<file path="src/design/nlqt_pkg.sv">
// ----------------------------------------------------------------------------
// nlqt_pkg: shared types and constants of the neighbor link quality table
// Transfer payloads, table entry layout, search token and write-back bundle.
// ----------------------------------------------------------------------------
package nlqt_pkg;

  localparam int ALPHA_W = 9;    // smoothing weight, value/256
  localparam int AVG_W   = 16;   // stored retransmission average, Q8
  localparam int DL_W    = 9;    // delivery ratio, Q8, 256 is 1.0
  localparam int CFG_IDX_W = 2;

  localparam logic [ALPHA_W-1:0] Q8_ONE = 9'd256;
  localparam logic [DL_W-1:0]    DL_ONE = 9'd256;

  // known flag bit positions
  localparam int FLAG_RX = 0;
  localparam int FLAG_TX = 1;
  localparam int FLAG_DL = 2;

  // configuration register indexes
  localparam logic [CFG_IDX_W-1:0] REG_ALPHA_RECEIVED = 2'd0;
  localparam logic [CFG_IDX_W-1:0] REG_ALPHA_SENT     = 2'd1;
  localparam logic [CFG_IDX_W-1:0] REG_ALPHA_DELIVERY = 2'd2;

  typedef struct packed {
    logic [31:0] neighbor_address;
    logic        rx_count_valid;
    logic [7:0]  rx_count;
    logic        tx_count_valid;
    logic [7:0]  tx_count;
    logic        outcome_valid;
    logic        outcome_success;
  } obs_t;

  typedef struct packed {
    logic        was_present;
    logic        table_full;
    logic        rx_known;
    logic [11:0] rx_estimate;
    logic        tx_known;
    logic [11:0] tx_estimate;
    logic        delivery_known;
    logic [8:0]  delivery_estimate;
  } res_t;

  typedef struct packed {
    logic [2:0]       known;
    logic [AVG_W-1:0] rx_avg;
    logic [AVG_W-1:0] tx_avg;
    logic [DL_W-1:0]  dl_avg;
  } entry_t;

  // search token walking down the cell row
  typedef struct packed {
    logic [31:0] addr;
    logic        found;
    entry_t      ent;
  } token_t;

  // write-back broadcast to all cells
  typedef struct packed {
    logic        en;
    logic        insert;
    logic [31:0] addr;
    entry_t      ent;
  } wb_t;

  function automatic logic [ALPHA_W-1:0] clamp_alpha(input logic [ALPHA_W-1:0] a);
    clamp_alpha = (a > Q8_ONE) ? Q8_ONE : a;
  endfunction

endpackage

</file>
<file path="src/design/nlqt_cell.sv">
// ----------------------------------------------------------------------------
// nlqt_cell: one table entry of the cell row
// Matches the passing token against its address and hands it on, and takes
// the write-back when it owns the address or is the first free cell.
// ----------------------------------------------------------------------------
module nlqt_cell (
  input  logic            clk,
  input  logic            rst,
  input  nlqt_pkg::token_t tok_in,
  output nlqt_pkg::token_t tok_out,
  input  logic            prev_valid,
  output logic            valid,
  input  nlqt_pkg::wb_t   wb
);

  logic [31:0]     addr;
  nlqt_pkg::entry_t ent;
  logic            hit;
  logic            sel;

  assign hit = valid && (addr == tok_in.addr) && !tok_in.found;
  // entries fill from index 0 up, so the first free cell follows a valid one
  assign sel = wb.en && (wb.insert ? (!valid && prev_valid)
                                   : (valid && (addr == wb.addr)));

  always_ff @(posedge clk) begin
    tok_out.addr <= tok_in.addr;
    if (hit) begin
      tok_out.found <= 1'b1;
      tok_out.ent   <= ent;
    end else begin
      tok_out.found <= tok_in.found;
      tok_out.ent   <= tok_in.ent;
    end
  end

  always_ff @(posedge clk) begin
    if (rst) begin
      valid <= 1'b0;
    end else if (sel && wb.insert) begin
      valid <= 1'b1;
    end
  end

  always_ff @(posedge clk) begin
    if (sel) begin
      addr <= wb.addr;
      ent  <= wb.ent;
    end
  end

endmodule

</file>
<file path="config.mk">
export PLATFORM = sky130hd
export DESIGN_NAME = nlqt_cell
export DESIGN_NICKNAME = d
export VERILOG_FILES = /design/src/design/nlqt_pkg.sv /design/src/design/nlqt_cell.sv
export SDC_FILE = /design/constraint.sdc
export NUM_CORES = 1
export LEC_CHECK = 0
export BUFFER_PORTS_ARGS = -buffer_cell sky130_fd_sc_hd__buf_4
export CAP_MARGIN = 40
export CORE_ASPECT_RATIO = 2
export CORE_MARGIN = 2
export CORE_UTILIZATION = 45
export DETAILED_ROUTE_END_ITERATION = 10
export HOLD_SLACK_MARGIN = 0.02
export PLACE_DENSITY_LB_ADDON = 0.25
export SYNTH_ARGS = -nofsm -noshare
export SYNTH_HDL_FRONTEND = slang
export SYNTH_SLANG_ARGS = --single-unit
export TNS_END_PERCENT = 50
</file>
<file path="constraint.sdc">
create_clock -name clk -period 25.1 [get_ports clk]
set_input_delay 6.275 -clock clk [delete_from_list [all_inputs] [get_ports clk]]
set_output_delay 6.275 -clock clk [all_outputs]
set_load 0.005 [all_outputs]
</file>
[Word level (Yosys, flattened, before mapping)]
Cells that the tools add are included.
Storage, ports and cells
  RAM bits: 0
  memories: 0
  bits of input ports: 158
  memory bits (read-only): 0
  flip-flop bits (word level): 154
  bits in latches: 0
  output and inout port bits: 78
Cells by class
  divide/modulo/power cells: 0
  muxes and demuxes: 2
  eq/ne operators: 2
  shift operators: 0
  reduce and logical (&&, ||, !) cells: 8
  $add $sub $neg: 0
  magnitude comparators: 0
  multipliers: 0
  bitwise gates (word level): 0
Operators with widths (count)
  $eq 32x32->1: 2
  $mux 44: 1
  $logic_and 1x1->1: 6
  $logic_not 1->1: 2
  $mux 1: 1

[Depth between registers and ports, before layout]
Gate-level depths: netlist of run 1.
  depth after elaboration: 5
  gate-level depth with buffers: 6
  mapped depth without buffers: 5

[Least setup slack after synthesis of run 1]
Ideal clock, no wire load.
  path type: input port to flip-flop
  start point: input wb[47] in the netlist's numbering
  end point: register addr[0] (enable)
  required time: 24.485 ns
  stages: 5
  arrival time: 12.201 ns
  setup time: 0.615 ns
  path buffers: 0
  path slack: 12.284 ns
  cells stage by stage: xnor2_1 nand4_1 nor4_1 nand4_1 o21ai_0
Between the ends
  word-level cells in the longest chain between the ends: 4
RTL lines
  start, declared: line nlqt_cell.sv:13  | input nlqt_pkg::wb_t wb
  $eq 32x32->1: line nlqt_cell.sv:24  | : (valid && (addr == wb.addr)));
  $logic_and 1x1->1: line nlqt_cell.sv:24
  $mux 1: line nlqt_cell.sv:23  | assign sel = wb.en && (wb.insert ? (!valid && prev_valid)
  $logic_and 1x1->1: line nlqt_cell.sv:23
  via sel: line nlqt_cell.sv:19  | logic sel;
  end signal, assigned: line nlqt_cell.sv:47  | addr <= wb.addr;
  end, declared: line nlqt_cell.sv:16  | logic [31:0] addr;
The timed path passes the listed nets, and every way through them passes these cells.
A chain may end at the register's enable or synchronous reset.

[Worst setup path in the final report of run 1]
  start point: input wb[65] in the netlist's numbering
  end point: register ent[8] in the netlist's numbering (enable)
Between the ends
  word-level cells in the longest chain between the ends: 4
RTL lines
  $eq 32x32->1: line nlqt_cell.sv:24
  $logic_and 1x1->1: line nlqt_cell.sv:24
  $mux 1: line nlqt_cell.sv:23
  $logic_and 1x1->1: line nlqt_cell.sv:23
  via sel: line nlqt_cell.sv:19
  end signal, assigned: line nlqt_cell.sv:48  | ent <= wb.ent;
  end, declared: line nlqt_cell.sv:17  | nlqt_pkg::entry_t ent;
The timed path passes the listed nets, and every way through them passes these cells.

==> metrics.yaml, run 1 <==
cp.arrival_ns: 8.55
cts_max_level: 4
ir_drop_mv: 0.0668
path_max_fanout: 48
max_freq_mhz: 117
first_iter_violations: 140
finalCriticalPeriod_ns: 8.51
fin_crit_sh_pct: 33.9
setup-violations-final: 0
r2r_slack_ns: 22.06
setup_ws_ns: 16.59
crit_type: "in -> reg"
grt_pass1_wl_mm: 18.2
grt_setup_unrepaired: "no"
endpoint_kind: "flip-flop"
grt_max_degree: 49
clk_path_buf_depth: 2
syn_nets: 453
grt_pass1_vias: 3663
fin_area_sq_um: 7810
yosys_register_bits: 154
multiInputGateArea_sq_um: 1380
grt_antenna_before_repair: 0
drc_errors: 0
status: "finished, final reports clean"
gr-usage-all-layers_pct: 20.1
initial_core_util_pct: 46.4
cap_violations: 0
wl_mm: 12.6
leakage_nw: 3.36
fillers: 807
post-place-ws_ns: 16.21
fin_setup_tns_ns: 0
skew_ns: 0.00777
cts_tree: "built"
placed_area_sq_um: 7220
netlist_top_cells_area: "edfxtp_1, dfxtp_1, mux2_4"
dr.pass1.iters: 4
synth.avg_cell_area_sq_um: 17.8
drive_above_1_share_pct: 56.0
synth_warnings: 0
clock-root-buffer: "clkbuf_16"
async_flop_share_pct: 0
hold_path.class: "reg -> reg"
rows: 55
gp_congestion: 0.835
vias_per_cell: 4.71
synth_edf_count: 76
die_y_um: 157
ctsHoldBuffers: 0
relSlewSlack_pct: 46.8
cts_buffers: 17
slew_viol_final: 0
dieArea_sq_um: 12600
fp.dieW_um: 80.5
worstMarginPinSlew_ns: 0.798
clock-sinks: 154
clock_latency_ns: 0.41
regArea_sq_um: 3840
cts_resized: 0
synth_top_area_cell: "edfxtp_1"
area_growth_syn_to_layout_pct: 48.3
worstPathRequired_ns: 25.14
grt_overflow: 0
post-cts-setup-buffers: 0
synth_commonest_cells: "dfxtp_1, edfxtp_1, xnor2_1"
synthCells: 295
critPathLaunchType: "input port"
wl_per_cell_um: 17.9
nets: 706
port_buffers: 235
via_count: 3308
hold_viol: 0
synth-seq-area-share_pct: 73.0
synth_area_sq_um: 5270
hpwl_mm: 9.82
powerDensity_nw_per_um2: 73.9
synthFlopType: "dfxtp_1"
clkTransAtPathRegs_ns: 0.06
io_pins: 236
yosys.area.top_type_share_pct: 43.3
antenna_left: 0
diodes: 0
coreArea_sq_um: 11400
yosysUniqueCellTypes: 17
synth_most_common_cell: "dfxtp_1"
==> state kept, by name, summed over array words and instances (netlist names) <==
| name | cells |
|---|---|
| tok_out | 77 |
| ent | 44 |
| valid | 1 |
| addr | 32 |
==> cells in the final DEF, fill, tap and decap left out <==
cell,instances
buf_4,237
dfxtp_1,78
edfxtp_1,76
xnor2_1,54
mux2_4,39
clkbuf_16,19
nand4_1,14
xor2_1,10
nor4_1,6
mux2_2,5
clkinvlp_4,4
inv_6,3
nand3_1,2
clkbuf_1,2
clkinv_2,2
inv_1,1
nor3_1,1
nand3_2,1
nand2_1,1
o21ai_4,1
nand2b_1,1
a21oi_1,1
bufinv_16,1
inv_8,1
buf_16,1
==> routing by layer <==
layer  vias up  global-route usage (%)  part of all wire [%]
met5         -                       0                     0
met4         0                    9.36                   3.5
met3        23                    7.45                   8.0
met2       167                    38.7                    58
met1      1547                    17.4                    31
li1       1571                       -                     -
==> final timing paths <==
kind / depth (start not counted) / endpoint / from
worst min-delay path: 1 / tok_out[31] / ent[31]
worst min register to register: 1 / tok_out[31] / ent[31]
worst max-delay path: 7 / ent[8] / wb[65]
worst max register to register: 6 / ent[8] / addr[10]
==> worst max-delay path: stages <==
cell	delay, ns
buf_4	0.12
xnor2_1	0.16
nand4_1	0.23
nor4_1	0.41
nand4_1	0.20
o21ai_4	0.51
buf_4	0.63
==> metrics by stage <==
step / utilization, % / power, mW / std cells / hold WS (ns)
2_1_floorplan: - / 0.299 / 295 / 0.449
5_1_grt: 68.7 / 0.597 / 703 / 0.474
6_report: 68.7 / 0.577 / 703 / 0.470
4_1_cts: 68.7 / 0.583 / 703 / 0.473
3_3_place_gp: 63.3 / 0.332 / 670 / 0.453
3_5_place_dp: 63.5 / 0.334 / 671 / 0.458
==> report_power, final <==
group	internal, mW	switching (mW)
Combinational	0.0329	0.0161
Clock	0.150	0.0994
Sequential	0.275	0.00382
Total	0.457	0.119
==> final cells by class <==
class                      count  area share (%)
timing repair buffer         238            23.1
multi-input combinational    136            17.7
tap                          142            2.28
sequential                   154            49.2
clock buffer                  21            6.19
clock inverter                11            1.38
inverter                       1          0.0481
==> cell families (layout without fill, tap and decap cells) <==
logic type | count (synthesis) | after routing | share of synthesized area (%)
XOR/XNOR | 64 | 64 | 10.6
AND/OR/NAND/NOR | 26 | 26 | 3.04
AO/OA/AOI/OAI | 2 | 2 | 0.190
multiplexers | 44 | 44 | 12.2
buffers and inverters | 5 | 271 | 0.927
flip-flops | 154 | 154 | 73.0
Power figures use the tool's default switching activity.
==> inputs of run 2 (changes only) <==
==> constraint.sdc (replaced) <==
create_clock -name clk -period 8.2 [get_ports clk]
set_input_delay 2.05 -clock clk [delete_from_list [all_inputs] [get_ports clk]]
set_output_delay 2.05 -clock clk [all_outputs]
set_load 0.005 [all_outputs]
==> run 2 against run 1 <==
  * Global-route usage grew 0.22 points
  * Via count rose by 0.82%
  * Worst setup slack worse by 13 ns
  * Die area unchanged
  * First-iteration DRC count is 9.3% lower
  * Non-clock buffer count unchanged
==> metrics.yaml, run 2 (synthesis gave the netlist of run 1 again) <==
r2r_end: "addr[23]"
initial_core_util_pct: 46.4
antenna_left: 0
mostFrequentLayoutCells: "buf_4, dfxtp_1, edfxtp_1"
cp-startpoint: "wb[54]"
fin_setup_tns_ns: 0
fp.dieW_um: 80.5
die_y_um: 157
regArea_sq_um: 3840
r2r_start: "addr[10]"
endpoint: "addr[23]"
drive_above_1_share_pct: 56.0
grt_antenna_before_repair: 0
powerDensity_nw_per_um2: 227
drc_errors: 0
final_util_pct: 68.8
first_iter_violations: 127
fillers: 836
diodes: 0
regMostFlops: "tok_out"
post-cts-setup-buffers: 0
ctsHoldBuffers: 0
fin_crit_sh_pct: 51.7
gr-usage-all-layers_pct: 20.3
cts_buffers: 17
top_regs: "tok_out: 77 flops, ent: 44 flops, addr: 32 flops"
clock_latency_ns: 0.41
clock-sinks: 154
finalCriticalPeriod_ns: 4.24
cts_tree: "built"
grt_setup_unrepaired: "no"
dr.pass1.iters: 6
switching_power_uw: 353
clkTransAtPathRegs_ns: 0.06
coreArea_sq_um: 11400
status: "finished, final reports clean"
area_growth_syn_to_layout_pct: 48.4
clk_path_buf_depth: 2
wl_per_cell_um: 18.1
p_comb_share_pct: 8.4
wl_mm: 12.7
r2r_slack_ns: 5.21
endpoint_kind: "flip-flop"
vias_per_cell: 4.74
setup-violations-final: 0
power_mw: 1.78
slew_viol_final: 0
via_count: 3335
hold_viol: 0
crit_type: "in -> reg"
cp.arrival_ns: 4.28
io_pins: 236
cellInternalPower_mw: 1.42
grt_max_degree: 48
mostFrequentLayoutCell: "buf_4"
grt_overflow: 0
max_freq_mhz: 236
cts_resized: 0
largest_reg_flops: 77
ir_drop_mv: 0.156
relSlewSlack_pct: 46.9
leakage_nw: 3.38
clock-root-buffer: "clkbuf_16"
rows: 55
clockPowerShare_pct: 43.5
cts_max_level: 4
critPathLaunchType: "input port"
seq_power_share_pct: 48.0
worstPathRequired_ns: 8.24
gp_congestion: 0.814
ff2ff_path_depth: 6
skew_ns: 0.0115
worstMarginPinSlew_ns: 0.797
port_buffers: 235
multiInputGateArea_sq_um: 1380
cap_violations: 0
dieArea_sq_um: 12600
path_max_fanout: 47
hold_path.class: "reg -> reg"
switching_share_pct: 19.9
grt_pass1_wl_mm: 18.4
hpwl_mm: 9.95
nets: 706
grt_pass1_vias: 3699
==> run 2: cell count changes in the layout (fill, tap and decap cells not counted) <==
cell,change
clkinvlp_4,-4
clkbuf_8,+2
clkinv_2,+2
clkinv_4,+2
inv_6,-2
bufinv_16,+1
clkbuf_16,-1
inv_4,+1
inv_8,-1
==> run 2: layout make-up <==
| cell class | count | area share, % |
|---|---|---|
| Inverter | 1 | 0.0480 |
| Sequential cell | 154 | 49.2 |
| Tap cell | 142 | 2.27 |
| Clock buffer | 22 | 6.21 |
| Timing Repair Buffer | 238 | 23.1 |
| Multi-Input combinational cell | 136 | 17.7 |
| Clock inverter | 10 | 1.44 |
==> run 2: routing by layer <==
| metal | GRT usage [%] | share of wire, % |
|---|---|---|
| met5 | 0 | 0 |
| met1 | 17.3 | 29 |
| met3 | 8.08 | 8.7 |
| met4 | 9.28 | 3.6 |
| met2 | 39.1 | 58 |
==> run 2: worst min path at each step <==
| stage | cells past startpoint | end | from |
|---|---|---|---|
| 2_1_floorplan | 1 | tok_out[0] | ent[0] |
| 3_3_place_gp | 1 | tok_out[36] | ent[36] |
| 3_5_place_dp | 1 | tok_out[2] | ent[2] |
| 4_1_cts | 1 | tok_out[2] | ent[2] |
| 5_1_grt | 1 | tok_out[7] | ent[7] |
| 6_report | 1 | tok_out[30] | ent[30] |
==> run 2: per-stage QoR <==
| stage | cells | setup WS, ns | instance area (sq um) | hold slack (ns) |
|---|---|---|---|---|
| 3_5_place_dp | 671 | 3.56 | 7220 | 0.458 |
| 6_report | 703 | 3.96 | 7810 | 0.473 |
| 5_1_grt | 703 | 3.86 | 7810 | 0.485 |
| 2_1_floorplan | 295 | 1.66 | 5270 | 0.449 |
| 4_1_cts | 703 | 3.99 | 7810 | 0.475 |
| 3_3_place_gp | 670 | 3.15 | 7190 | 0.454 |
==> run 2: power by group through the flow <==
stage / logic, mW / registers [mW] / clock network, mW
final: 0.150 / 0.853 / 0.774
after detailed placement: 0.152 / 0.870 / 0
after floorplan: 0.0409 / 0.872 / 0
after global placement: 0.146 / 0.869 / 0
after CTS: 0.152 / 0.854 / 0.791
after global routing: 0.161 / 0.856 / 0.822
==> run 2: worst max-delay path, cell delays in order <==
cell	delay, ns
buf_4	0.11
xnor2_1	0.31
nand4_1	0.23
nor4_1	0.33
nand4_1	0.19
o21ai_4	0.41
buf_4	0.61
