### src/design/nlqt_pkg.sv
// ----------------------------------------------------------------------------
// nlqt_pkg: shared types and constants of the neighbor link quality table
// Transfer payloads, table entry layout, search token and write-back bundle.
// ----------------------------------------------------------------------------
package nlqt_pkg;

  localparam int ALPHA_W = 9;    // smoothing weight, value/256
  localparam int AVG_W   = 16;   // stored retransmission average, Q8
  localparam int DL_W    = 9;    // delivery ratio, Q8, 256 is 1.0
  localparam int CFG_IDX_W = 2;

  localparam logic [ALPHA_W-1:0] Q8_ONE = 9'd256;
  localparam logic [DL_W-1:0]    DL_ONE = 9'd256;

  // known flag bit positions
  localparam int FLAG_RX = 0;
  localparam int FLAG_TX = 1;
  localparam int FLAG_DL = 2;

  // configuration register indexes
  localparam logic [CFG_IDX_W-1:0] REG_ALPHA_RECEIVED = 2'd0;
  localparam logic [CFG_IDX_W-1:0] REG_ALPHA_SENT     = 2'd1;
  localparam logic [CFG_IDX_W-1:0] REG_ALPHA_DELIVERY = 2'd2;

  typedef struct packed {
    logic [31:0] neighbor_address;
    logic        rx_count_valid;
    logic [7:0]  rx_count;
    logic        tx_count_valid;
    logic [7:0]  tx_count;
    logic        outcome_valid;
    logic        outcome_success;
  } obs_t;

  typedef struct packed {
    logic        was_present;
    logic        table_full;
    logic        rx_known;
    logic [11:0] rx_estimate;
    logic        tx_known;
    logic [11:0] tx_estimate;
    logic        delivery_known;
    logic [8:0]  delivery_estimate;
  } res_t;

  typedef struct packed {
    logic [2:0]       known;
    logic [AVG_W-1:0] rx_avg;
    logic [AVG_W-1:0] tx_avg;
    logic [DL_W-1:0]  dl_avg;
  } entry_t;

  // search token walking down the cell row
  typedef struct packed {
    logic [31:0] addr;
    logic        found;
    entry_t      ent;
  } token_t;

  // write-back broadcast to all cells
  typedef struct packed {
    logic        en;
    logic        insert;
    logic [31:0] addr;
    entry_t      ent;
  } wb_t;

  function automatic logic [ALPHA_W-1:0] clamp_alpha(input logic [ALPHA_W-1:0] a);
    clamp_alpha = (a > Q8_ONE) ? Q8_ONE : a;
  endfunction

endpackage

### src/design/nlqt_blend.sv
// ----------------------------------------------------------------------------
// nlqt_blend: two-stage moving average update of one entry
// Stage one registers the weighted products, stage two rounds and merges.
// ----------------------------------------------------------------------------
module nlqt_blend #(
  parameter int MAX_RETX = 15
) (
  input  logic                          clk,
  input  logic                          load,
  input  logic [nlqt_pkg::ALPHA_W-1:0]  alpha_rx,
  input  logic [nlqt_pkg::ALPHA_W-1:0]  alpha_tx,
  input  logic [nlqt_pkg::ALPHA_W-1:0]  alpha_dl,
  input  nlqt_pkg::obs_t                item,
  input  nlqt_pkg::entry_t              base,
  output nlqt_pkg::entry_t              result
);

  localparam int AW = nlqt_pkg::ALPHA_W;
  localparam int VW = nlqt_pkg::AVG_W;
  localparam int DW = nlqt_pkg::DL_W;
  localparam logic [7:0] MAXC = 8'(MAX_RETX);

  logic [AW-1:0] a_rx, a_tx, a_dl;
  logic [7:0]    c_rx, c_tx;

  assign a_rx = nlqt_pkg::clamp_alpha(alpha_rx);
  assign a_tx = nlqt_pkg::clamp_alpha(alpha_tx);
  assign a_dl = nlqt_pkg::clamp_alpha(alpha_dl);
  assign c_rx = (item.rx_count > MAXC) ? MAXC : item.rx_count;
  assign c_tx = (item.tx_count > MAXC) ? MAXC : item.tx_count;

  // stage one
  logic [AW+7:0]    rx_pn, tx_pn;
  logic [AW+VW-1:0] rx_po, tx_po;
  logic [7:0]       rx_c, tx_c;
  logic [AW-1:0]    dl_a;
  logic [AW+DW-1:0] dl_po;
  nlqt_pkg::entry_t base_q;

  always_ff @(posedge clk) begin
    if (load) begin
      rx_pn  <= (AW+8)'(a_rx) * (AW+8)'(c_rx);
      tx_pn  <= (AW+8)'(a_tx) * (AW+8)'(c_tx);
      rx_po  <= (AW+VW)'(nlqt_pkg::Q8_ONE - a_rx) * (AW+VW)'(base.rx_avg);
      tx_po  <= (AW+VW)'(nlqt_pkg::Q8_ONE - a_tx) * (AW+VW)'(base.tx_avg);
      rx_c   <= c_rx;
      tx_c   <= c_tx;
      dl_a   <= a_dl;
      dl_po  <= (AW+DW)'(nlqt_pkg::Q8_ONE - a_dl) * (AW+DW)'(base.dl_avg);
      base_q <= base;
    end
  end

  // stage two: (a*sample + (256-a)*old + 128) >> 8
  logic [AW+VW:0]   rx_sum, tx_sum;
  logic [AW+DW-1:0] dl_sum;
  logic [VW-1:0]    rx_blend, tx_blend;
  logic [DW-1:0]    dl_blend;

  assign rx_sum = (AW+VW+1)'({rx_pn, 8'h00}) + (AW+VW+1)'(rx_po) + (AW+VW+1)'(128);
  assign tx_sum = (AW+VW+1)'({tx_pn, 8'h00}) + (AW+VW+1)'(tx_po) + (AW+VW+1)'(128);
  assign dl_sum = (item.outcome_success ? (AW+DW)'({dl_a, 8'h00}) : (AW+DW)'(0))
                + dl_po + (AW+DW)'(128);
  assign rx_blend = rx_sum[8 +: VW];
  assign tx_blend = tx_sum[8 +: VW];
  assign dl_blend = dl_sum[8 +: DW];

  always_comb begin
    result = base_q;
    if (item.rx_count_valid) begin
      result.rx_avg = base_q.known[nlqt_pkg::FLAG_RX] ? rx_blend : VW'({rx_c, 8'h00});
      result.known[nlqt_pkg::FLAG_RX] = 1'b1;
    end
    if (item.tx_count_valid) begin
      result.tx_avg = base_q.known[nlqt_pkg::FLAG_TX] ? tx_blend : VW'({tx_c, 8'h00});
      result.known[nlqt_pkg::FLAG_TX] = 1'b1;
    end
    if (item.outcome_valid) begin
      if (base_q.known[nlqt_pkg::FLAG_DL]) begin
        result.dl_avg = dl_blend;
      end else begin
        result.dl_avg = item.outcome_success ? nlqt_pkg::DL_ONE : DW'(0);
      end
      result.known[nlqt_pkg::FLAG_DL] = 1'b1;
    end
  end

endmodule

### config.mk
export PLATFORM = sky130hd
export DESIGN_NAME = nlqt_blend
export DESIGN_NICKNAME = d
export VERILOG_FILES = /design/src/design/nlqt_pkg.sv /design/src/design/nlqt_blend.sv
export SDC_FILE = /design/constraint.sdc
export NUM_CORES = 1
export LEC_CHECK = 0
export ABC_AREA = 1
export BUFFER_PORTS_ARGS = -buffer_cell sky130_fd_sc_hd__buf_2
export CORE_ASPECT_RATIO = 2
export CORE_MARGIN = 5
export CORE_UTILIZATION = 58
export CTS_BUF_LIST = sky130_fd_sc_hd__clkbuf_8
export DETAILED_ROUTE_END_ITERATION = 7
export GPL_ROUTABILITY_DRIVEN = 0
export PLACE_DENSITY = 0.8
export SLEW_MARGIN = 20
export SYNTH_ARGS = -nofsm -noshare
export SYNTH_HDL_FRONTEND = slang
export SYNTH_SLANG_ARGS = --single-unit
export TNS_END_PERCENT = 20
### constraint.sdc
create_clock -name clk -period 7.05 [get_ports clk]
set_input_delay 1.0575 -clock clk [delete_from_list [all_inputs] [get_ports clk]]
set_output_delay 1.0575 -clock clk [all_outputs]
set_load 0.02 [all_outputs]
Yosys cells after proc, flatten, opt, wreduce, memory -nomap -nowiden --
Index checks and enable logic that the tools add are counted.
Word-level totals: bits in registers 166, latch bits 0, bits in writable memories 0, ROM bits 0, input bits 125, logic and storage cells 46, memories 0
Cells by class: $add $sub $neg 9, multiply operators 5, divide/modulo/power cells 0, $lt $le $gt $ge 5, equality and inequality tests 0, shift operators 0, multiplexer cells 15, bitwise operators 0, reduce and logical (&&, ||, !) cells 0
Operators with widths (count):
- $mux W9 | 6
- $add A24 B24 Y24 | 2
- $add A24 B8 Y24 const B | 2
- $mul A10 B17 Y24 | 2
- $mux W16 | 3
- $mux W17 | 2
- $mul A9 B8 Y16 | 2
- $sub A9 B9 Y10 const A | 3
- $gt A9 B9 Y1 const B | 3
- $add A17 B17 Y17 | 1
- $add A17 B8 Y17 const B | 1
- $mul A10 B10 Y17 | 1
- $gt A8 B4 Y1 const B | 2
- $mux W8 | 2
- $mux W1 | 2

Longest topological paths before layout --
Gate-level depths: netlist of the first run.
depth in word-level cells 5, gate-level depth with buffers 35, mapped depth without buffers 33

Worst setup path after synthesis of the first run --
No wires, ideal clock.
path type input to register, start input alpha_tx[8] in the netlist's numbering, end register tx_po[22] (data pin), arrival time 6580 ps, data required time 6798 ps, path slack 218 ps, stages on the path 32, buffers on the path 3, cell sequence clkbuf_2 o21ai_2 nand2_1 clkbuf_1 buf_1 ha_1 nand3_1 inv_1 nand2_1 o21ai_0 nand2_1 clkinv_1 nand2_1 fa_1 inv_1 fa_1 fa_1 fa_1 inv_1 fa_1 inv_1 ha_1 a21oi_1 o21ai_0 nor2_1 nand2_1 nand2_1 nand2_1 nand2_1 nand2_1 nand2_1 nand2_1
On the way: longest elaborated chain between the ends 4
RTL lines:
- start, declared | line nlqt_blend.sv:11 | input logic [nlqt_pkg::ALPHA_W-1:0] alpha_tx,
- $gt A9 B9 Y1 | line nlqt_pkg.sv:69 | clamp_alpha = (a > Q8_ONE) ? Q8_ONE : a;
- $mux W9 * | line nlqt_pkg.sv:69
- $sub A9 B9 Y10 * | line nlqt_blend.sv:45 | tx_po <= (AW+VW)'(nlqt_pkg::Q8_ONE - a_tx) * (AW+VW)'(base.tx_avg);
- $mul A10 B17 Y24 * | line nlqt_blend.sv:45
- end signal, assigned | line nlqt_blend.sv:45
- end, declared | line nlqt_blend.sv:34 | logic [AW+VW-1:0] rx_po, tx_po;
Every way passes the cells marked *; elsewhere a longest branch is shown, timed or not. A chain may end at the register's enable or synchronous reset.

Worst setup path in the final report of the first run --
start input alpha_rx[4] in the netlist's numbering, end register rx_po[20] (data pin)
On the way: longest elaborated chain between the ends 4
RTL lines:
- start, declared | line nlqt_blend.sv:10 | input logic [nlqt_pkg::ALPHA_W-1:0] alpha_rx,
- $gt A9 B9 Y1 | line nlqt_pkg.sv:69
- $mux W9 * | line nlqt_pkg.sv:69
- $sub A9 B9 Y10 * | line nlqt_blend.sv:44 | rx_po <= (AW+VW)'(nlqt_pkg::Q8_ONE - a_rx) * (AW+VW)'(base.rx_avg);
- $mul A10 B17 Y24 * | line nlqt_blend.sv:44
- end signal, assigned | line nlqt_blend.sv:44
- end, declared | line nlqt_blend.sv:34
Marked as above.

==> results.yml, run 1 <==
outcome:
  outcome: "completed"
floorplan:
  die_w_um: 157
  die_area_sq_um: 47800
  core_sq_um: 42700
  rows: 107
  ioPinCount: 169
  start_util_pct: 58.8
  die_h_um: 304
detailed_routing:
  num_vias: 21900
  drt_iter0_markers: 1315
  wire_per_inst_um: 17.8
  wirelength_mm: 71.4
  postRouteAntennaNets: 0
  viasPerCell: 5.44
  dr.pass1.iters: 8
  drc: 0
logic_synthesis:
  synth_cell_types: 51
  async_flop_share_pct: 0
  synth_area_sq_um: 25100
  synth_seq_area_share_pct: 17.4
  synth_seq_cells: 145
  ys.flop_type: "edfxtp_1"
  avgSynthCellArea_sq_um: 8.21
  synthesis.instances: 3058
  synth_edf_count: 145
  yosysWarnings: 0
critical_path:
  cpPeakStageDelay_ns: 0.60
  end_kind: "flip-flop"
  critPathSlowestCell: "fa_1"
  crit_start: "alpha_rx[4]"
  crit_family: "adder cells"
  path_buf_inv: 7
  crit_required_ns: 7.31
  crit_path_start_kind: "input pin"
  crit_arrival_ns: 7.00
  path_max_fanout: 8
  critPathKind: "in -> reg"
timing:
  setup_slack_ns: 0.313
  tightest_slew_ns: 0.954
  final.setup.tns_ns: 0
  setup_viol: 0
  period_share_pct: 95.6
  slew_headroom_pct: 36.4
  hold_ws_ns: 0.760
  final_max_slew_viol_count: 0
  final_period_minus_worst_setup_slack_ns: 6.74
  rsz0062_at_grt: "false"
  hold_viol_final: 0
  fmax_ghz: 0.148
min_path:
  min_from: "base[41]"
  hold_path_class: "in -> reg"
layout:
  register_area_sq_um: 4350
  final_cell_mix: "717 x inv_1, 644 x nand2_1, 372 x fa_1"
  syn2layout_area_growth_pct: 13.0
  fillCellCount: 3504
  multiInputGateArea_sq_um: 18300
  final_common_cell: "inv_1"
  nets: 4223
  drive_gt1_share_pct: 10.6
placement:
  io_buffer_count: 136
  dp_slack_ns: 0.00567
  hpwl_mm: 62.5
clock_network:
  cts.clk_slew.worst_paths_ns: 0.08
  ctsHoldBuffers: 0
  clockBufferDepth: 2
  cts_made_buffers: 17
  cts_sinks: 145
  h-tree-depth: 4
  postCtsResizedCells: 0
  postCtsSetupRepairBufs: 0
  root_buffer: "clkbuf_8"
  cts_tree: "yes"
global_route:
  gr-total-overflow: 0
  grtUsageTotal_pct: 30.8
  grt_pass1_vias: 23200
  antenna_found_initial: 2
  grt_pass1_wl_mm: 113
  grt_max_degree: 77
flow_run:
  maxCapViolCount: 0
[metal layers]
layer | up-vias | GRT usage [%] | part of all wire [%]
li1 | 10100 | - | -
met1 | 10400 | 28.0 | 30
met2 | 922 | 57.7 | 54
met3 | 383 | 4.35 | 5.1
met4 | 0 | 25.8 | 11
met5 | - | 0 | 0
[through the flow]
| step | util (%) | std cells | cell area, sq um |
|---|---|---|---|
| detailed placement | 65.5 | 3985 | 28000 |
| global route | 66.4 | 4018 | 28300 |
| CTS | 66.4 | 4017 | 28300 |
| finish | 66.4 | 4019 | 28300 |
| global placement | 65.5 | 3985 | 28000 |
| floorplan | - | 3183 | 25600 |
[final cells by class]
cell class                 instances  area share, %
clock inverter                    15          0.437
sequential                       145           15.4
multi-input combinational       2273           64.6
tap                              545           2.41
timing repair buffer             291           6.66
inverter                         731           9.68
clock buffer                      17          0.825
antenna                            2         0.0177
[final timing paths]
| path | to | slack [ns] | cells after the start |
|---|---|---|---|
| min | base_q[41] | 0.76 | 1 |
| max | rx_po[20] | 0.31 | 28 |
[registers in the layout (all words and copies together) (netlist names)]
register,cells
dl_a,9
dl_po,10
rx_po,17
tx_c,8
rx_c,8
tx_po,17
tx_pn,16
rx_pn,16
base_q,44
[Yosys cell counts, drive strengths merged (5+ instances only)]
cell | n | share of area, %
nor4 | 6 | 0.15
o31ai | 14 | 0.42
nand3 | 122 | 2.5
nor2 | 290 | 4.5
clkinv | 9 | 0.13
buf | 11 | 0.22
nand2 | 651 | 9.8
nor3 | 14 | 0.28
a31oi | 10 | 0.25
a21oi | 121 | 2.4
inv | 722 | 11
nand4 | 34 | 0.85
edfxtp | 145 | 17
o21ai | 102 | 2.2
clkbuf | 23 | 0.35
o21bai | 5 | 0.15
ha | 267 | 13
a21o | 13 | 0.39
xor2 | 57 | 2.0
xnor2 | 28 | 1.0
nand3b | 5 | 0.15
fa | 372 | 30
or2 | 9 | 0.22
[logic make-up (layout without fill, tap and decap cells)]
family,after synthesis,after routing,share of synthesized area [%]
and+or+nand+nor,1134,1134,18.6
AOI/OAI and AO/OA,288,288,6.55
adders and majority gates,639,639,43.0
other,2,129,0.0299
xor gates and xnor gates,85,85,3.00
DFF,145,145,17.4
buffers and inverters,765,1054,11.5
Power of run 1 is left out: the tool's default activity adds up to more than one toggle a clock period on the data nets, which glitch-free logic cannot reach.
==> run 2: changes to the inputs <==
--- a/config.mk
+++ b/config.mk
@@ -9,11 +9,11 @@
 export BUFFER_PORTS_ARGS = -buffer_cell sky130_fd_sc_hd__buf_2
 export CORE_ASPECT_RATIO = 2
 export CORE_MARGIN = 5
-export CORE_UTILIZATION = 58
+export CORE_UTILIZATION = 55
 export CTS_BUF_LIST = sky130_fd_sc_hd__clkbuf_8
 export DETAILED_ROUTE_END_ITERATION = 7
 export GPL_ROUTABILITY_DRIVEN = 0
-export PLACE_DENSITY = 0.8
+export PLACE_DENSITY = 0.76
 export SLEW_MARGIN = 20
 export SYNTH_ARGS = -nofsm -noshare
 export SYNTH_HDL_FRONTEND = slang
==> run 2 against run 1 <==
  * Core utilization down 4.7 points
  * Wire length down 7.4%
  * Worst hold slack worse by 0.028 ns
  * Global-route usage down 3.9 points
  * Die area up 5.2%
  * Sequential cell count unchanged
  * Worst setup slack better by 0.083 ns
  * Final cell count down 1.5%
  * Design area down 1.8%
  * Sequential share of layout area up 0.29 points
  * Critical endpoint is now rx_po[22]
  * Largest cell class unchanged
==> results.yml, run 2 (synthesized netlist as in run 1, its figures left out) <==
global_route:
  grt_max_degree: 86
  gr-total-overflow: 0
  grt_pass1_wl_mm: 107
  grtUsageTotal_pct: 26.9
  antenna_found_initial: 4
  grt_pass1_vias: 22000
critical_path:
  end_kind: "flip-flop"
  crit_arrival_ns: 6.90
  crit_required_ns: 7.30
  critPathSlowestCell: "fa_1"
  path_max_fanout: 9
  critPathKind: "in -> reg"
  crit_path_start_kind: "input pin"
  cpPeakStageDelay_ns: 0.52
layout:
  drive_gt1_share_pct: 8.65
  largest_registers: "base_q: 44 flops, rx_po: 17 flops, tx_po: 17 flops"
  final_cell_mix: "717 x inv_1, 644 x nand2_1, 372 x fa_1"
  nets: 4148
  regMostFlops: "base_q"
  syn2layout_area_growth_pct: 10.9
  final_common_cell: "inv_1"
  largest_reg_flops: 44
clock_network:
  postCtsResizedCells: 0
  root_buffer: "clkbuf_8"
  postCtsSetupRepairBufs: 0
  ctsHoldBuffers: 0
  cts_sinks: 145
  h-tree-depth: 4
  cts_made_buffers: 17
  cts.clk_slew.worst_paths_ns: 0.10
  cts_tree: "yes"
  clockBufferDepth: 2
detailed_routing:
  wire_per_inst_um: 16.7
  postRouteAntennaNets: 0
  num_vias: 21000
  viasPerCell: 5.29
  dr.pass1.iters: 6
  wirelength_mm: 66.1
  drt_iter0_markers: 1122
  drc: 0
timing:
  rsz0062_at_grt: "false"
  hold_ws_ns: 0.732
  tightest_slew_ns: 1.11
  setup_viol: 0
  hold_viol_final: 0
  period_share_pct: 94.4
  fmax_ghz: 0.150
  slew_headroom_pct: 26.3
  final_max_slew_viol_count: 0
  setup_slack_ns: 0.396
  final_period_minus_worst_setup_slack_ns: 6.65
floorplan:
  die_w_um: 161
  start_util_pct: 55.6
  rows: 110
  die_h_um: 312
  die_area_sq_um: 50300
  ioPinCount: 169
  core_sq_um: 45100
placement:
  hpwl_mm: 57.3
  io_buffer_count: 136
  dp_slack_ns: -0.0295
min_path:
  hold_path_class: "in -> reg"
flow_run:
  maxCapViolCount: 0
outcome:
  outcome: "completed"
==> run 2: cell count changes in the layout (fill, tap and decap cells not counted), sizes merged <==
cell and delta:
buf -75, clkinvlp -3, clkinv +2, bufinv +1, diode +1
==> run 2: worst paths after layout <==
path               startpoint    endpoint  slack [ns]  cells after the start
setup / recovery  alpha_rx[6]   rx_po[22]        0.40                     29
hold / removal       base[42]  base_q[42]        0.73                      1
==> run 2: worst max-delay path: cells and delay by family <==
family	cells	cell delay, ns
buffers and inverters	8	0.98
AOI/OAI and AO/OA	5	1.11
and+or+nand+nor	10	0.92
adders and majority gates	6	2.82
==> run 2: routing by layer <==
metal  share of wire (%)  up-vias  global-route usage [%]
met4                 8.3        2                    19.0
met3                 3.6      266                    2.78
met2                  56      661                    52.1
li1                    -     9967                       -
met5               0.020        -                       0
met1                  32    10100                    25.9
==> run 2: final cells by class <==
type                    instances  area, sq um
diodes                          3         7.51
clock buffers                  17          234
clock inverters                15          170
fillers                      4026        17300
inverters                     731         2740
multi-input cells            2273        18300
flip-flops and latches        145         4350
well taps                     560          701
repair buffers                216         1300
==> run 2: through the flow <==
stage | std cells | TNS [ns] | instance area (sq um) | util (%)
2_1_floorplan | 3183 | 0 | 25600 | -
3_3_place_gp | 3925 | 0 | 27400 | 60.7
3_5_place_dp | 3925 | -0.0534 | 27400 | 60.7
4_1_cts | 3957 | 0 | 27800 | 61.6
5_1_grt | 3960 | 0 | 27800 | 61.6
6_report | 3960 | 0 | 27800 | 61.6
Power of run 2 is left out for the same reason.
==> run 3: changes to the inputs <==
--- a/config.mk
+++ b/config.mk
@@ -8,7 +8,6 @@
 export ABC_AREA = 1
 export BUFFER_PORTS_ARGS = -buffer_cell sky130_fd_sc_hd__buf_2
 export CORE_ASPECT_RATIO = 2
-export CORE_MARGIN = 5
 export CORE_UTILIZATION = 55
 export CTS_BUF_LIST = sky130_fd_sc_hd__clkbuf_8
 export DETAILED_ROUTE_END_ITERATION = 7
==> run 3 against run 2 <==
  * Design area increased by 2.7%
  * Core utilization increased by 1.8 points
  * Critical path type unchanged
  * Sequential share of layout area decreased by 0.40 points
  * Largest cell class unchanged
  * Worst hold slack improved by 0.016 ns
  * Clock-buffer cell count unchanged
==> results.yml, run 3 (synthesized netlist as in run 1, its figures left out) <==
outcome:
  outcome: "completed"
layout:
  final_common_cell: "inv_1"
  drive_gt1_share_pct: 11.1
  largest_registers: "base_q: 44 flops, rx_po: 17 flops, tx_po: 17 flops"
  antenna_cells: 0
  largest_reg_flops: 44
  syn2layout_area_growth_pct: 13.9
  fillCellCount: 3909
  regMostFlops: "base_q"
  instances_no_fill: 4048
  final_cell_mix: "717 x inv_1, 644 x nand2_1, 372 x fa_1"
  nets: 4240
timing:
  hold_viol_final: 0
  setup_viol: 0
  final.setup.tns_ns: 0
  final_period_minus_worst_setup_slack_ns: 6.66
  setup_slack_ns: 0.389
  tightest_slew_ns: 1.02
  period_share_pct: 94.5
  final_max_slew_viol_count: 0
  fmax_ghz: 0.150
  slew_headroom_pct: 31.9
  rsz0062_at_grt: "false"
global_route:
  grt_max_degree: 81
  grt_pass1_vias: 22700
  antenna_found_initial: 0
  grtUsageTotal_pct: 31.8
  grt_pass1_wl_mm: 112
  gr-total-overflow: 0
clock_network:
  cts.clk_slew.worst_paths_ns: 0.09
  root_buffer: "clkbuf_8"
  cts_tree: "yes"
  clockBufferDepth: 2
  ctsHoldBuffers: 0
  postCtsSetupRepairBufs: 0
  h-tree-depth: 4
  cts_sinks: 145
  postCtsResizedCells: 0
  cts_made_buffers: 17
detailed_routing:
  postRouteAntennaNets: 0
  drt_iter0_markers: 1125
  wire_per_inst_um: 17.4
  viasPerCell: 5.37
  dr.pass1.iters: 5
  drc: 0
  wirelength_mm: 70.4
  num_vias: 21700
placement:
  hpwl_mm: 60.9
  dp_slack_ns: -0.108
  io_buffer_count: 136
  placed_cells_incl_taps: 4017
critical_path:
  crit_arrival_ns: 6.89
  crit_required_ns: 7.28
  end_kind: "flip-flop"
  critPathSlowestCell: "fa_1"
  crit_path_start_kind: "input pin"
  critPathKind: "in -> reg"
  path_max_fanout: 5
  cpPeakStageDelay_ns: 0.51
floorplan:
  core_sq_um: 45000
  start_util_pct: 55.8
  die_w_um: 153
  die_h_um: 304
  die_area_sq_um: 46500
  ioPinCount: 169
  rows: 110
min_path:
  hold_path_class: "in -> reg"
flow_run:
  maxCapViolCount: 0
[run 3: through the flow]
step,util [%],cell area [sq um],hold slack (ns)
final,63.5,28600,0.748
after CTS,63.5,28600,0.713
after global placement,62.5,28100,1.24
after detailed placement,62.5,28100,1.24
after global routing,63.5,28600,0.730
after floorplan,-,25600,1.16
[run 3: per-layer routing]
layer | global-route usage (%) | vias up | wire, um
met1 | 28.5 | 10400 | 21400
met5 | 0 | - | 0
met4 | 27.9 | 0 | 7110
met2 | 61.6 | 843 | 38700
li1 | - | 10100 | -
met3 | 3.35 | 338 | 3240
[run 3: final cells by class]
cell class / count / area (sq um) / share of cell area [%]
Clock inverter: 14 / 189 / 0.661
Tap cell: 560 / 701 / 2.45
Inverter: 731 / 2740 / 9.60
Clock buffer: 17 / 234 / 0.819
Sequential cell: 145 / 4350 / 15.2
Multi-Input combinational cell: 2273 / 18300 / 64.2
Timing Repair Buffer: 308 / 2020 / 7.06
[run 3: critical path, delay by kind of cell]
| kind | cells | cell delay (ns) |
|---|---|---|
| AO/OA/AOI/OAI | 6 | 1.06 |
| adder cells (fa/ha/maj) | 7 | 3.09 |
| buffers and inverters | 7 | 0.67 |
| AND/OR/NAND/NOR | 10 | 1.01 |
[run 3: path summary, 6_finish.rpt]
path,startpoint,cells after the start,to
worst max-delay path,alpha_rx[2],30,rx_po[23]
worst min-delay path,base[43],1,base_q[43]
Power of run 3 is left out for the same reason.
